### src/design/next_permutation_engine_top_defines.svh
// Assertion macros for the permutation engine.
// Included by design/next_permutation_engine_top.sv; expects clk and rst_n in scope.
`ifndef NEXT_PERMUTATION_ENGINE_TOP_DEFINES_SVH
`define NEXT_PERMUTATION_ENGINE_TOP_DEFINES_SVH

`ifndef SYNTHESIS
// clocked property, masked while in reset
`define NPE_ASSERT(lbl, prop, msg) \
  lbl: assert property (@(posedge clk) disable iff (!rst_n) (prop)) else $error(msg);
// expression must never hold
`define NPE_NEVER(lbl, expr, msg) \
  lbl: assert property (@(posedge clk) disable iff (!rst_n) !(expr)) else $error(msg);
`else
`define NPE_ASSERT(lbl, prop, msg)
`define NPE_NEVER(lbl, expr, msg)
`endif

`endif

### src/design/npe_pkg.sv
// Shared types and constants for the permutation engine.
// No dependencies; imported by next_permutation_engine_top.
package npe_pkg;

  localparam int MAX_LEN   = 16;
  localparam int ELEM_BITS = 16;
  localparam int IDX_W     = $clog2(MAX_LEN);
  localparam int LEN_W     = $clog2(MAX_LEN + 1);
  localparam int CFG_W     = 5;

  localparam logic OP_LOAD = 1'b0;
  localparam logic OP_STEP = 1'b1;

  typedef logic signed [ELEM_BITS-1:0] elem_t;

  typedef struct packed {
    logic              op;
    logic signed [15:0] value;
  } in_req_t;

  typedef struct packed {
    logic signed [15:0] elem_value;
    logic               no_next;
    logic               last;
  } out_rsp_t;

endpackage

### src/design/next_permutation_engine_top.sv
// Next-permutation engine: load items are written straight into the element store;
// a step scans for the pivot, searches for the pick, swaps them, reverses the suffix
// and streams the L = length items out (or flags no next); the one read port paces it.
// in_ready is low for the whole step; results drain through an output register.
// Synchronous active-low reset clears control, load pointer and length (16);
// element store contents are undefined until loaded.
`include "next_permutation_engine_top_defines.svh"

module next_permutation_engine_top (
  input  logic              clk,
  input  logic              rst_n,
  // request channel
  input  logic              in_valid,
  output logic              in_ready,
  input  npe_pkg::in_req_t  in_data,
  // result channel
  output logic              out_valid,
  input  logic              out_ready,
  output npe_pkg::out_rsp_t out_data,
  // length register
  input  logic              cfg_we,
  input  logic [4:0]        cfg_wdata
);
  import npe_pkg::*;

  // sequencer states
  localparam logic [2:0] ST_IDLE = 3'd0;  // take loads / wait for step
  localparam logic [2:0] ST_SCAN = 3'd1;  // find rightmost ascent, right to left
  localparam logic [2:0] ST_SRCH = 3'd2;  // find rightmost element above pivot
  localparam logic [2:0] ST_SWAP = 3'd3;  // second half of pivot swap
  localparam logic [2:0] ST_REV  = 3'd4;  // reverse the suffix, one pair at a time
  localparam logic [2:0] ST_EMIT = 3'd5;  // stream sequence out
  localparam logic [2:0] ST_NOUT = 3'd6;  // report last arrangement

  // element store, one write and one registered read port
  elem_t mem [MAX_LEN];

  logic [2:0]       state_r, state_nxt;
  logic [CFG_W-1:0] cfg_len_r;
  logic [IDX_W-1:0] ld_ptr_r, ld_ptr_nxt;
  logic [IDX_W-1:0] ptr_r, ptr_nxt;      // read issue pointer
  logic             iss_done_r, iss_done_nxt;
  logic             tag_vld_r, tag_vld_nxt; // rdata_r holds a tagged read
  logic [IDX_W-1:0] tag_idx_r, tag_idx_nxt;
  logic [1:0]       phase_r, phase_nxt;
  logic             out_valid_r, out_valid_nxt;
  out_rsp_t         out_data_r, out_data_nxt;

  elem_t            rdata_r;
  elem_t            prev_r, prev_nxt;
  elem_t            pivval_r, pivval_nxt;
  elem_t            a_r, a_nxt;
  logic [IDX_W-1:0] pivot_r, pivot_nxt;
  logic [IDX_W-1:0] pick_r, pick_nxt;
  logic [IDX_W-1:0] lo_r, lo_nxt;
  logic [IDX_W-1:0] hi_r, hi_nxt;

  logic             rd_en;
  logic [IDX_W-1:0] rd_addr;
  logic             mem_we;
  logic [IDX_W-1:0] mem_waddr;
  elem_t            mem_wdata;

  logic [LEN_W-1:0] len_eff;
  logic [IDX_W-1:0] len_m1;
  logic [IDX_W-1:0] ld_pos;
  logic [LEN_W-1:0] ld_next;
  logic [IDX_W-1:0] lo_first;
  logic             out_free;
  logic             load_now;
  logic             emit_last;

  // length clamped to 1..MAX_LEN
  always_comb begin
    if (cfg_len_r == '0) begin
      len_eff = LEN_W'(1);
    end else if (int'(cfg_len_r) > MAX_LEN) begin
      len_eff = LEN_W'(MAX_LEN);
    end else begin
      len_eff = LEN_W'(cfg_len_r);
    end
  end
  assign len_m1 = IDX_W'(len_eff - LEN_W'(1));

  // pointer left past a shortened length restarts at position 0
  assign ld_pos  = (LEN_W'(ld_ptr_r) < len_eff) ? ld_ptr_r : '0;
  assign ld_next = LEN_W'(ld_pos) + LEN_W'(1);

  assign lo_first  = pivot_r + IDX_W'(1);
  assign out_free  = !out_valid_r || out_ready;
  assign load_now  = tag_vld_r && out_free;
  assign emit_last = (tag_idx_r == len_m1);

  assign in_ready  = (state_r == ST_IDLE);
  assign out_valid = out_valid_r;
  assign out_data  = out_data_r;

  always_comb begin
    state_nxt     = state_r;
    ld_ptr_nxt    = ld_ptr_r;
    ptr_nxt       = ptr_r;
    iss_done_nxt  = iss_done_r;
    tag_vld_nxt   = 1'b0;
    tag_idx_nxt   = tag_idx_r;
    phase_nxt     = phase_r;
    out_valid_nxt = out_valid_r && !out_ready;
    out_data_nxt  = out_data_r;
    prev_nxt      = prev_r;
    pivval_nxt    = pivval_r;
    a_nxt         = a_r;
    pivot_nxt     = pivot_r;
    pick_nxt      = pick_r;
    lo_nxt        = lo_r;
    hi_nxt        = hi_r;
    rd_en         = 1'b0;
    rd_addr       = ptr_r;
    mem_we        = 1'b0;
    mem_waddr     = ptr_r;
    mem_wdata     = pivval_r;

    case (state_r)
      ST_IDLE: begin
        if (in_valid) begin
          if (in_data.op == OP_LOAD) begin
            mem_we     = 1'b1;
            mem_waddr  = ld_pos;
            mem_wdata  = elem_t'(in_data.value);
            ld_ptr_nxt = (ld_next >= len_eff) ? '0 : ld_next[IDX_W-1:0];
          end else begin
            state_nxt    = ST_SCAN;
            ptr_nxt      = len_m1;
            iss_done_nxt = 1'b0;
          end
        end
      end

      ST_SCAN, ST_SRCH: begin
        // descending reads, one per cycle
        if (!iss_done_r) begin
          rd_en        = 1'b1;
          rd_addr      = ptr_r;
          tag_vld_nxt  = 1'b1;
          tag_idx_nxt  = ptr_r;
          ptr_nxt      = ptr_r - IDX_W'(1);
          iss_done_nxt = (ptr_r == '0);
        end
        if (tag_vld_r) begin
          if (state_r == ST_SCAN) begin
            prev_nxt = rdata_r;
            if (tag_idx_r != len_m1 && rdata_r < prev_r) begin
              pivot_nxt    = tag_idx_r;
              pivval_nxt   = rdata_r;
              state_nxt    = ST_SRCH;
              ptr_nxt      = len_m1;
              iss_done_nxt = 1'b0;
              tag_vld_nxt  = 1'b0;
            end else if (tag_idx_r == '0) begin
              state_nxt   = ST_NOUT;
              tag_vld_nxt = 1'b0;
            end
          end else if (rdata_r > pivval_r) begin
            // first half of swap: pivot slot takes the picked value
            pick_nxt    = tag_idx_r;
            mem_we      = 1'b1;
            mem_waddr   = pivot_r;
            mem_wdata   = rdata_r;
            state_nxt   = ST_SWAP;
            tag_vld_nxt = 1'b0;
          end
        end
      end

      ST_SWAP: begin
        mem_we    = 1'b1;
        mem_waddr = pick_r;
        mem_wdata = pivval_r;
        lo_nxt    = lo_first;
        hi_nxt    = len_m1;
        phase_nxt = 2'd0;
        if (lo_first < len_m1) begin
          state_nxt = ST_REV;
        end else begin
          state_nxt    = ST_EMIT;
          ptr_nxt      = '0;
          iss_done_nxt = 1'b0;
        end
      end

      ST_REV: begin
        phase_nxt = phase_r + 2'd1;
        case (phase_r)
          2'd0: begin
            rd_en   = 1'b1;
            rd_addr = lo_r;
          end
          2'd1: begin
            rd_en   = 1'b1;
            rd_addr = hi_r;
            a_nxt   = rdata_r;
          end
          2'd2: begin
            mem_we    = 1'b1;
            mem_waddr = lo_r;
            mem_wdata = rdata_r;
          end
          default: begin
            mem_we    = 1'b1;
            mem_waddr = hi_r;
            mem_wdata = a_r;
            lo_nxt    = lo_r + IDX_W'(1);
            hi_nxt    = hi_r - IDX_W'(1);
            if (LEN_W'(lo_r) + LEN_W'(2) >= LEN_W'(hi_r)) begin
              state_nxt    = ST_EMIT;
              ptr_nxt      = '0;
              iss_done_nxt = 1'b0;
            end
          end
        endcase
      end

      ST_EMIT: begin
        if (load_now) begin
          out_valid_nxt           = 1'b1;
          out_data_nxt.elem_value = 16'(rdata_r);
          out_data_nxt.no_next    = 1'b0;
          out_data_nxt.last       = emit_last;
          if (emit_last) begin
            state_nxt = ST_IDLE;
          end
        end
        if (!iss_done_r && (!tag_vld_r || load_now)) begin
          rd_en        = 1'b1;
          rd_addr      = ptr_r;
          tag_vld_nxt  = 1'b1;
          tag_idx_nxt  = ptr_r;
          ptr_nxt      = ptr_r + IDX_W'(1);
          iss_done_nxt = (ptr_r == len_m1);
        end else begin
          tag_vld_nxt = tag_vld_r && !load_now;
        end
      end

      ST_NOUT: begin
        if (out_free) begin
          out_valid_nxt           = 1'b1;
          out_data_nxt.elem_value = '0;
          out_data_nxt.no_next    = 1'b1;
          out_data_nxt.last       = 1'b1;
          state_nxt               = ST_IDLE;
        end
      end

      default: begin
        state_nxt = ST_IDLE;
      end
    endcase
  end

  // control
  always_ff @(posedge clk) begin
    if (!rst_n) begin
      state_r     <= ST_IDLE;
      cfg_len_r   <= CFG_W'(16);
      ld_ptr_r    <= '0;
      ptr_r       <= '0;
      iss_done_r  <= 1'b0;
      tag_vld_r   <= 1'b0;
      phase_r     <= 2'd0;
      out_valid_r <= 1'b0;
    end else begin
      state_r     <= state_nxt;
      ld_ptr_r    <= ld_ptr_nxt;
      ptr_r       <= ptr_nxt;
      iss_done_r  <= iss_done_nxt;
      tag_vld_r   <= tag_vld_nxt;
      phase_r     <= phase_nxt;
      out_valid_r <= out_valid_nxt;
      if (cfg_we) begin
        cfg_len_r <= cfg_wdata;
      end
    end
  end

  // datapath, no reset
  always_ff @(posedge clk) begin
    tag_idx_r  <= tag_idx_nxt;
    out_data_r <= out_data_nxt;
    prev_r     <= prev_nxt;
    pivval_r   <= pivval_nxt;
    a_r        <= a_nxt;
    pivot_r    <= pivot_nxt;
    pick_r     <= pick_nxt;
    lo_r       <= lo_nxt;
    hi_r       <= hi_nxt;
  end

  // element store
  always_ff @(posedge clk) begin
    if (mem_we) begin
      mem[mem_waddr] <= mem_wdata;
    end
    if (rd_en) begin
      rdata_r <= mem[rd_addr];
    end
  end

  // checks
  `NPE_ASSERT(a_rev_bounds, (state_r == ST_REV) |-> (lo_r < hi_r), "reverse pointers crossed")
  `NPE_ASSERT(a_nonext_fmt, (out_valid_r && out_data_r.no_next) |-> (out_data_r.last && out_data_r.elem_value == 16'sd0), "bad no-next result")
  `NPE_ASSERT(a_emit_idx, (state_r == ST_EMIT && tag_vld_r) |-> (tag_idx_r <= len_m1), "emit index past length")
  `NPE_NEVER(a_no_wr_emit, mem_we && (state_r == ST_SCAN || state_r == ST_EMIT || state_r == ST_NOUT), "store written in read-only state")

endmodule
### config.mk
export PLATFORM = sky130hd
export DESIGN_NAME = next_permutation_engine_top
export DESIGN_NICKNAME = d
export VERILOG_FILES = /design/src/design/npe_pkg.sv /design/src/design/next_permutation_engine_top.sv
export VERILOG_INCLUDE_DIRS = /design/src /design/src/design
export SDC_FILE = /design/constraint.sdc
export NUM_CORES = 1
export LEC_CHECK = 0
export ABC_AREA = 1
export BUFFER_PORTS_ARGS = -buffer_cell sky130_fd_sc_hd__buf_2
export CORE_ASPECT_RATIO = 1.75
export CORE_MARGIN = 1
export CORE_UTILIZATION = 30
export CTS_BUF_LIST = sky130_fd_sc_hd__clkbuf_8
export DETAILED_ROUTE_END_ITERATION = 8
export GPL_TIMING_DRIVEN = 0
export PLACE_DENSITY = 0.51
export SETUP_SLACK_MARGIN = 0.1
export SLEW_MARGIN = 20
export SYNTH_ARGS = -nofsm -noshare
export SYNTH_HDL_FRONTEND = slang
export SYNTH_SLANG_ARGS = --single-unit
### constraint.sdc
create_clock -name clk -period 4.1 [get_ports clk]
set_input_delay 0.82 -clock clk [delete_from_list [all_inputs] [get_ports clk]]
set_output_delay 0.82 -clock clk [all_outputs]
set_load 0.005 [all_outputs]
==> flow_metrics.tcl, run 1 <==
set metrics [dict create \
    synth_top_area_frac 0.5919 \
    dieArea_um2 61570 \
    die_w_um 188.0 \
    violations "DRC" \
    synth_area_leaders "edfxtp_1 59%, nand2_1 6.3%, o211ai_1 6.0%, inv_1 5.3%, ha_1 4.0%" \
    crit_required_ns 4.43 \
    syn2layout_area_growth_pct 15.69 \
    p_total_mw 15.88 \
    layoutNonFillerInstCount 2684 \
    slew_headroom 0.4775 \
    grt_pass1_vias 13532 \
    antenna_found_initial 1 \
    fin_ws_ns 0.3858 \
    cts_tree "done" \
    cts-buffers-inserted 57 \
    status "complete, but fails checks" \
    dieHeight_um 327.5 \
    routed_wl_um 58290 \
    cts.sinks 379 \
    post-route-util 0.3502 \
    ys.flop_type "edfxtp_1" \
    yosysSeqAreaShare 0.6150 \
    arrival_ns 4.05 \
    p_leak_nw 8.318 \
    cp-start-kind "register" \
    dp_hpwl_um 43850 \
    numPortBuffers 46 \
    ctsRootBufferMaster "clkbuf_8" \
    drive_above_1_share 0.1392 \
    rows 119 \
    worst_setup_path_end_kind "register" \
    pin_count 47 \
    rsz0062_at_grt "no" \
    synth-edff-count 358 \
    synth.distinct_cells 50 \
    worst_ir_drop_vdd_v 0.0003058 \
    crit_fanout 9 \
    ant_nets 0 \
    syn_inst 1710 \
    crit_top_cell "nand2_1" \
    initial_utilization 0.3027 \
    clock_path_buffers 3 \
    fin_worst_skew_ns 0.03681 \
    dpl_cell_area_um2 19750 \
    holdCritPathClass "in -> reg" \
    final_hold_viol_count 0 \
    drc 2 \
    grt_max_degree 21 \
    clock_latency_ns 0.65 \
    clk_pin_slew_ns 0.07 \
    final-setup-viol-count 0 \
    vias 13377 \
    grt_pass1_wl_um 86220 \
    synth.net_count 1795 \
    vias_per_cell 4.984 \
    final_area_um2 21010 \
    slowest_delay_ns 0.52 \
    yosys_warnings 0 \
    final_max_slew_viol_count 0 \
    dp_slack_ns -0.1675 \
    fin_crit_ns 3.714 \
    synth_top_area_cell "edfxtp_1" \
    fin_nets 1936 \
    syn_area_um2 18160 \
    grtUsageTotal 0.1903 \
    place_congestion 0.9516 \
    holdBufCountCts 0 \
    crit_family "simple AND/OR/NAND/NOR gates" \
    path_cells "ha_1 -> nand2_1 -> nor4_2 -> nand2_1 -> nand3_1 -> nand3_2 -> nor2_2 -> nand3_1 -> nand3_1 -> nand2_1 -> nor2_1 -> nand2_1 -> nor2_2 -> buf_6" \
    drt_first_pass_iters 8 \
    grt_overflow_total 0 \
    path_buf_inv 1 \
    drt-initial-drc-count 1005 \
    synthArstFlopShare 0 \
    core_area_um2 60000 \
    fin_crit_sh 0.9059 \
    post_synth.cell_area_avg_um2 10.62 \
    cts_max_level 2 \
    fmaxAchievable_ghz 0.2692 \
    wl_per_cell_um 21.72 \
    synth_seq_cells 379 \
    power_density_nw_per_um2 755.9 \
    path_class "reg -> reg" \
    timing.critical_path.slowest_stage_cell "edfxtp_1" \
    holdWs_ns 0.4111 \
    dp_cells 2567 \
    worst_pin_slew_ns 0.7814 \
    tns_ns 0 \
    cap_violations 0 \
]
-- final timing paths --
check | from | endpoint | slack (ns) | cells past startpoint
setup / recovery | rdata_r[15] | mem[4][12] | 0.39 | 14
hold / removal | cfg_wdata[1] | cfg_len_r[1] | 0.41 | 3
setup reg to reg | rdata_r[15] | mem[4][12] | 0.39 | 14
hold reg to reg | ptr_r[2] | tag_idx_r[2] | 0.43 | 0
-- cells by family (layout without fill, tap and decap cells) --
kind of cell / Yosys count / after routing / share of synthesized area
AND/OR/NAND/NOR: 545 / 545 / 0.1323
flip-flops: 379 / 379 / 0.6150
AO/OA/AOI/OAI: 364 / 364 / 0.1265
buffers and inverters: 347 / 534 / 0.07791
adder cells (fa/ha/maj): 58 / 58 / 0.03996
XOR/XNOR: 16 / 16 / 0.007716
multiplexers: 1 / 1 / 0.0006200
other: 0 / 1 / 0
-- worst reg2reg max path, stage by stage, from the launching register on --
cell and delay, ns:
edfxtp_1 0.52, ha_1 0.42, nand2_1 0.12, nor4_2 0.35, nand2_1 0.17, nand3_1 0.12, nand3_2 0.13, nor2_2 0.20
nand3_1 0.09, nand3_1 0.10, nand2_1 0.06, nor2_1 0.14, nand2_1 0.21, nor2_2 0.52, buf_6 0.24
-- cell usage after synthesis (all sizes together), types with 4 or more instances --
master and number:
nand4 21, edfxtp 358, nand3b 4, buf 50
ha 58, xor2 13, nand2 317, nand3 133
inv 263, o211ai 145, dfxtp 21, a221oi 4
o221ai 7, nor2 64, clkinv 5, o21ai 95
clkbuf 29, a21oi 94
-- layer usage --
metal,share of wire,track usage,vias to the layer above,wire length [um]
met3,0.038,0.02068,181,2242
li1,-,-,6290,-
met5,0,0,-,0
met2,0.53,0.3591,444,31020
met4,0.089,0.1564,0,5193
met1,0.34,0.1842,6462,19840
-- what timing repair did --
item	in CTS	in global routing
gates resized for setup	0	1
setup endpoints to repair	120	46
pin swaps	8	3
setup buffers	8	3
cloned	0	0
-- area by class of cell --
cell class                 instances  area (um^2)
fill                            5971        38990
sequential                       379        11170
multi-input combinational        984         5645
inverter                         268         1006
tap                              786        983.4
clock buffer                      58        798.3
timing repair buffer              82        711.9
buffer                            79        409.1
clock inverter                    47        285.3
antenna                            1        2.502
-- placed cells by master, fill, tap and decap left out, drive strengths merged, types with 7 or more instances in the layout --
| master | synthesis | routed |
|---|---|---|
| dfxtp | 21 | 21 |
| ha | 58 | 58 |
| a21oi | 94 | 94 |
| o211ai | 145 | 145 |
| nor2 | 64 | 64 |
| edfxtp | 358 | 358 |
| nand2 | 317 | 317 |
| clkbuf | 29 | 87 |
| xor2 | 13 | 13 |
| buf | 50 | 132 |
| o221ai | 7 | 7 |
| clkinv | 5 | 29 |
| nand3 | 133 | 133 |
| inv | 263 | 282 |
| o21ai | 95 | 95 |
| nand4 | 21 | 21 |
-- where the power goes --
part,switching (mW),internal [mW],total (mW)
Clock,1.54,1.51,3.05
Sequential,0.415,5.42,5.83
Combinational,4.99,2.01,7.00
Total,6.94,8.94,15.9
-- flip-flops by register name, indices dropped and copies added, names as in the netlist, 2 cells and up --
signal     cells
mem          256
out_data      18
a_r           16
pivval_r      16
prev_r        16
rdata_r       16
cfg_len_r      5
hi_r           4
ld_ptr_r       4
lo_r           4
pick_r         4
pivot_r        4
ptr_r          4
tag_idx_r      4
state_r        3
phase_r        2
Note: power is estimated with default switching activity, not from simulation.
==> run 2: changes to the inputs <==
--- a/config.mk
+++ b/config.mk
@@ -7,12 +7,13 @@
 export NUM_CORES = 1
 export LEC_CHECK = 0
 export ABC_AREA = 1
-export BUFFER_PORTS_ARGS = -buffer_cell sky130_fd_sc_hd__buf_2
 export CORE_ASPECT_RATIO = 1.75
 export CORE_MARGIN = 1
 export CORE_UTILIZATION = 30
 export CTS_BUF_LIST = sky130_fd_sc_hd__clkbuf_8
+export CTS_CLUSTER_DIAMETER = 150
 export DETAILED_ROUTE_END_ITERATION = 8
+export DONT_BUFFER_PORTS = 1
 export GPL_TIMING_DRIVEN = 0
 export PLACE_DENSITY = 0.51
 export SETUP_SLACK_MARGIN = 0.1
==> run 2 against run 1 <==
  * The run still ends with DRC left
  * Clock power decreased by 2%
  * Fmax decreased by 1.8%
  * Wire length increased by 1.7%
  * Utilization decreased by 0.36 points
  * Worst setup slack got worse by 0.068 ns
  * Clock-buffer cell count decreased by 2
  * Flip-flop and latch count unchanged
  * Clock skew decreased by 0.0085 ns
  * First-iteration DRC count decreased by 9.3%
  * Non-clock buffer count decreased by 39
  * Die area unchanged
  * Critical endpoint is now mem[15][9]
  * Largest cell class unchanged
==> flow_metrics.tcl, run 2 (synthesis results as in run 1) <==
set metrics [dict create \
    violations "DRC" \
    dieHeight_um 327.5 \
    p_leak_nw 8.149 \
    final_area_um2 20800 \
    dp_hpwl_um 44310 \
    p_sw_frac 0.4391 \
    cap_violations 0 \
    rows 119 \
    post-route-util 0.3466 \
    fin_nets 1896 \
    die_w_um 188.0 \
    fin_worst_skew_ns 0.02827 \
    cp-start-kind "register" \
    slew_headroom 0.2656 \
    worst_ir_drop_vdd_v 0.0003051 \
    fmaxAchievable_ghz 0.2644 \
    ff_latch_area_um2 11170 \
    dieArea_um2 61570 \
    pin_count 47 \
    holdBufCountCts 0 \
    regMostFlops "mem" \
    drive_above_1_share 0.1186 \
    drt-initial-drc-count 912 \
    path_class "reg -> reg" \
    wl_per_cell_um 22.43 \
    drc 4 \
    ctsRootBufferMaster "clkbuf_8" \
    grtUsageTotal 0.1931 \
    fin_crit_sh 0.9225 \
    clk_pin_slew_ns 0.07 \
    cts_max_level 2 \
    worst_setup_path_end_kind "register" \
    final_hold_viol_count 0 \
    crit_family "simple AND/OR/NAND/NOR gates" \
    ant_nets 0 \
    path_cells "ha_1 -> nand2_1 -> nor4_2 -> nand2_1 -> nand2_1 -> nand2_1 -> nand2_2 -> nand4_4 -> inv_2 -> nand2_2 -> nand2_2 -> inv_2 -> a21oi_2 -> nand2_2 -> nor2_2 -> buf_8" \
    layout_common_cells "358 x edfxtp_1, 305 x nand2_1, 276 x inv_1" \
    p_comb_frac 0.444 \
    clock_path_buffers 3 \
    final_max_slew_viol_count 0 \
    vias_per_cell 4.998 \
    power_frac_seq 0.366 \
    path_buf_inv 3 \
    crit_fanout 9 \
    routed_wl_um 59280 \
    drt_first_pass_iters 9 \
    p_int_mw 8.897 \
    dpl_cell_area_um2 19520 \
    core_area_um2 60000 \
    slowest_delay_ns 0.57 \
    cts-buffers-inserted 55 \
    clockPowerShare 0.189 \
    arrival_ns 4.14 \
    clock_latency_ns 0.65 \
    worst_pin_slew_ns 1.093 \
    holdCritPathClass "in -> reg" \
    initial_utilization 0.3027 \
    grt_pass1_vias 13487 \
    multi_input_area_um2 5645 \
    fillers 5949 \
    final_common_cell "edfxtp_1" \
    p_switching_mw 6.965 \
    cts_tree "done" \
    numPortBuffers 0 \
    final-setup-viol-count 0 \
    crit_required_ns 4.46 \
    grt_pass1_wl_um 87240 \
    place_congestion 0.9628 \
    timing.critical_path.slowest_stage_cell "edfxtp_1" \
    holdWs_ns 0.2910 \
    antenna_found_initial 3 \
    syn2layout_area_growth_pct 14.51 \
    largest_register_ffs 256 \
    fin_crit_ns 3.782 \
    grt_overflow_total 0 \
    vias 13211 \
    status "complete, but fails checks" \
    cts.sinks 379 \
    power_density_nw_per_um2 762.7 \
    grt_max_degree 21 \
    rsz0062_at_grt "yes" \
]
[run 2: cell count changes in the layout (fill, tap and decap cells not counted), sizes merged]
cell	change
buf	-39
clkinv	-7
inv	+4
clkbuf	-2
clkinvlp	+2
diode	+1
[run 2: path summary, 6_finish.rpt]
path / from / endpoint / slack (ns) / cells after the start
worst max register to register: rdata_r[15] / mem[15][9] / 0.32 / 16
worst min-delay path: cfg_we / cfg_len_r[4] / 0.29 / 1
worst min register to register: ptr_r[2] / tag_idx_r[2] / 0.45 / 0
worst max-delay path: rdata_r[15] / mem[15][9] / 0.32 / 16
[run 2: final cells by class]
type,count,area share
clock buffers,56,0.03706
flip-flops and latches,379,0.5371
well taps,786,0.04729
clock inverters,45,0.01378
repair buffers,43,0.02449
inverters,268,0.04855
multi-input cells,984,0.2714
diodes,2,0.0002406
repair inverters,1,0.0003610
plain buffers,79,0.01967
[run 2: stage by stage]
stage	total power, mW	std cells	setup WS, ns	setup TNS (ns)
floorplan	9.626	1710	0.8746	0
global placement	12.42	2496	-0.4653	-117.22
finish	15.86	2643	0.3177	0
global route	16.69	2642	0.05745	0
detailed placement	12.68	2522	-0.2480	-11.70
CTS	15.84	2630	0.1158	0
[run 2: timing repair]
| action | CTS | global route |
|---|---|---|
| gates resized for setup | 0 | 4 |
| pin swaps | 6 | 6 |
| setup buffers | 7 | 10 |
| hold endpoints to repair | 0 | 0 |
| setup endpoints to repair | 112 | 118 |
| cloned | 0 | 1 |
[run 2: power by group through the flow]
stage / registers (mW) / clock network, mW / logic (mW)
after floorplan: 5.73 / 0 / 3.90
after global placement: 5.95 / 0 / 6.47
after detailed placement: 5.93 / 0 / 6.74
after CTS: 5.82 / 3.07 / 6.94
after global routing: 5.86 / 3.21 / 7.63
final: 5.81 / 3.00 / 7.05
[run 2: routing by layer]
layer | vias to the layer above | track usage | wire length [um]
li1 | 6215 | - | -
met1 | 6372 | 0.1914 | 20460
met2 | 438 | 0.3665 | 31840
met3 | 186 | 0.01982 | 2136
met4 | 0 | 0.1446 | 4847
met5 | - | 0 | 0
==> run 3: changes to the inputs <==
--- a/config.mk
+++ b/config.mk
@@ -9,13 +9,13 @@
 export ABC_AREA = 1
 export CORE_ASPECT_RATIO = 1.75
 export CORE_MARGIN = 1
-export CORE_UTILIZATION = 30
+export CORE_UTILIZATION = 45
 export CTS_BUF_LIST = sky130_fd_sc_hd__clkbuf_8
 export CTS_CLUSTER_DIAMETER = 150
 export DETAILED_ROUTE_END_ITERATION = 8
 export DONT_BUFFER_PORTS = 1
 export GPL_TIMING_DRIVEN = 0
-export PLACE_DENSITY = 0.51
+export PLACE_DENSITY = 0.67
 export SETUP_SLACK_MARGIN = 0.1
 export SLEW_MARGIN = 20
 export SYNTH_ARGS = -nofsm -noshare
==> run 3 against run 2 <==
  * Utilization grew 16 points
  * Via count up 0.92%
  * Fmax shrank 1.8%
  * Critical endpoint is now mem[0][5]
  * The flow now finishes without violations
  * Flip-flop and latch count did not move
  * Sequential share of layout area grew 1.3 points
==> flow_metrics.tcl, run 3 (synthesis results as in run 1) <==
set metrics [dict create \
    p_switching_mw 6.728 \
    worst_pin_slew_ns 1.103 \
    layout_common_cells "358 x edfxtp_1, 305 x nand2_1, 270 x inv_1" \
    path_cells "ha_1 -> nand2_1 -> nor4_2 -> nand2_1 -> nand3_1 -> nand3_2 -> nor2_2 -> nand3_1 -> nand3_1 -> nand2_1 -> nor2_1 -> nand2_1 -> nor2_2 -> buf_6" \
    holdWs_ns 0.2887 \
    die_w_um 153.9 \
    final-setup-viol-count 0 \
    worst_ir_drop_vdd_v 0.0003463 \
    arrival_ns 4.17 \
    core_area_um2 39930 \
    final_area_um2 20290 \
    crit_top_cell "nand2_1" \
    dp_hpwl_um 39980 \
    timing.critical_path.slowest_stage_cell "nor2_2" \
    slew_headroom 0.2623 \
    power_frac_seq 0.375 \
    worst_setup_path_end_kind "register" \
    dieHeight_um 267.8 \
    clockPowerShare 0.186 \
    dpl_cell_area_um2 19080 \
    grt_pass1_vias 13270 \
    p_sw_frac 0.4340 \
    cts_max_level 2 \
    r2r_start "rdata_r[15]" \
    drt-initial-drc-count 928 \
    power_density_nw_per_um2 764.1 \
    grtUsageTotal 0.2651 \
    cap_violations 0 \
    cts-buffers-inserted 53 \
    initial_utilization 0.4549 \
    fin_nets 1881 \
    path_class "reg -> reg" \
    rows 97 \
    final_max_slew_viol_count 0 \
    holdCritPathClass "in -> reg" \
    holdBufCountCts 0 \
    ant_nets 0 \
    drc 0 \
    regMostFlops "mem" \
    drive_above_1_share 0.1121 \
    startpoint "rdata_r[15]" \
    ctsRootBufferMaster "clkbuf_8" \
    clock_path_buffers 3 \
    dieArea_um2 41200 \
    numPortBuffers 0 \
    min_from "cfg_we" \
    final_hold_viol_count 0 \
    crit_fanout 9 \
    antenna_found_initial 1 \
    slowest_delay_ns 0.56 \
    fmaxAchievable_ghz 0.2597 \
    cts.sinks 379 \
    fin_crit_sh 0.9393 \
    rsz0062_at_grt "yes" \
    p_comb_frac 0.439 \
    status "finished clean" \
    clk_pin_slew_ns 0.07 \
    grt_pass1_wl_um 79840 \
    grt_overflow_total 0 \
    cp-start-kind "register" \
    grt_max_degree 21 \
    post-route-util 0.5081 \
    vias 13333 \
    wl_per_cell_um 23.24 \
    syn2layout_area_growth_pct 11.71 \
    final_common_cell "edfxtp_1" \
    clock_latency_ns 0.64 \
    vias_per_cell 5.713 \
    cts_tree "done" \
    p_int_mw 8.774 \
    fin_worst_skew_ns 0.03135 \
    drt_first_pass_iters 7 \
    crit_required_ns 4.42 \
    place_congestion 0.9863 \
    fin_crit_ns 3.851 \
    pin_count 47 \
    p_leak_nw 8.061 \
    routed_wl_um 54230 \
    largest_register_ffs 256 \
]
run 3: changes by cell type in the layout (fill, tap and decap cells not counted), moves of 2 or more:
cell and change:
buf_4 -9, inv_1 -6, buf_6 -5, clkinv_2 +4, buf_12 +3, clkinv_1 +3, clkinv_4 -2, clkinvlp_4 -2
run 3: power groups by stage:
stage,clock network [mW],logic [mW],registers [mW]
6_report,2.88,6.80,5.82
5_1_grt,3.04,7.29,5.86
4_1_cts,2.91,6.60,5.83
3_5_place_dp,0,6.35,5.94
3_3_place_gp,0,6.12,5.93
2_1_floorplan,0,3.90,5.73
run 3: cell type report:
class / count / area [um^2]
Antenna cell: 1 / 2.502
Timing Repair Buffer: 31 / 430.4
Buffer: 79 / 409.1
Fill cell: 3557 / 19640
Multi-Input combinational cell: 984 / 5645
Clock buffer: 56 / 770.7
Tap cell: 495 / 619.3
Sequential cell: 379 / 11170
Inverter: 268 / 1006
Clock inverter: 41 / 235.2
run 3: path summary, 6_finish.rpt:
kind                  endpoint  slack (ns)  cells after the start
hold reg to reg   tag_idx_r[2]        0.44                      0
setup / recovery     mem[0][5]        0.25                     14
hold / removal    cfg_len_r[4]        0.29                      1
setup reg to reg     mem[0][5]        0.25                     14
run 3: worst max-delay path, delay by kind of cell, from the launching register on:
family,cells,cell delay [ns]
fa+ha+maj,1,0.42
buf+inv,1,0.26
flops,1,0.52
simple gates,12,2.35
run 3: routing by layer:
layer  wire length [um]  GRT usage
met3               3193    0.04080
met1              17460     0.2525
met4               4952     0.2281
met5                  0          0
met2              28620     0.4946
run 3: what timing repair did:
| action | CTS | global route |
|---|---|---|
| gates cloned | 0 | 0 |
| endpoints found under the setup margin | 112 | 103 |
| gates resized for setup | 0 | 2 |
| pin swaps | 7 | 3 |
| setup buffers | 7 | 4 |
run 3: through the flow:
step | setup WS, ns | std cells | total power, mW | setup TNS (ns)
CTS | 0.1075 | 2328 | 15.34 | 0
finish | 0.2488 | 2334 | 15.50 | 0
global placement | -0.2936 | 2205 | 12.05 | -40.50
floorplan | 0.8746 | 1710 | 9.626 | 0
detailed placement | -0.1103 | 2224 | 12.29 | -4.811
global route | 0.05944 | 2334 | 16.19 | 0
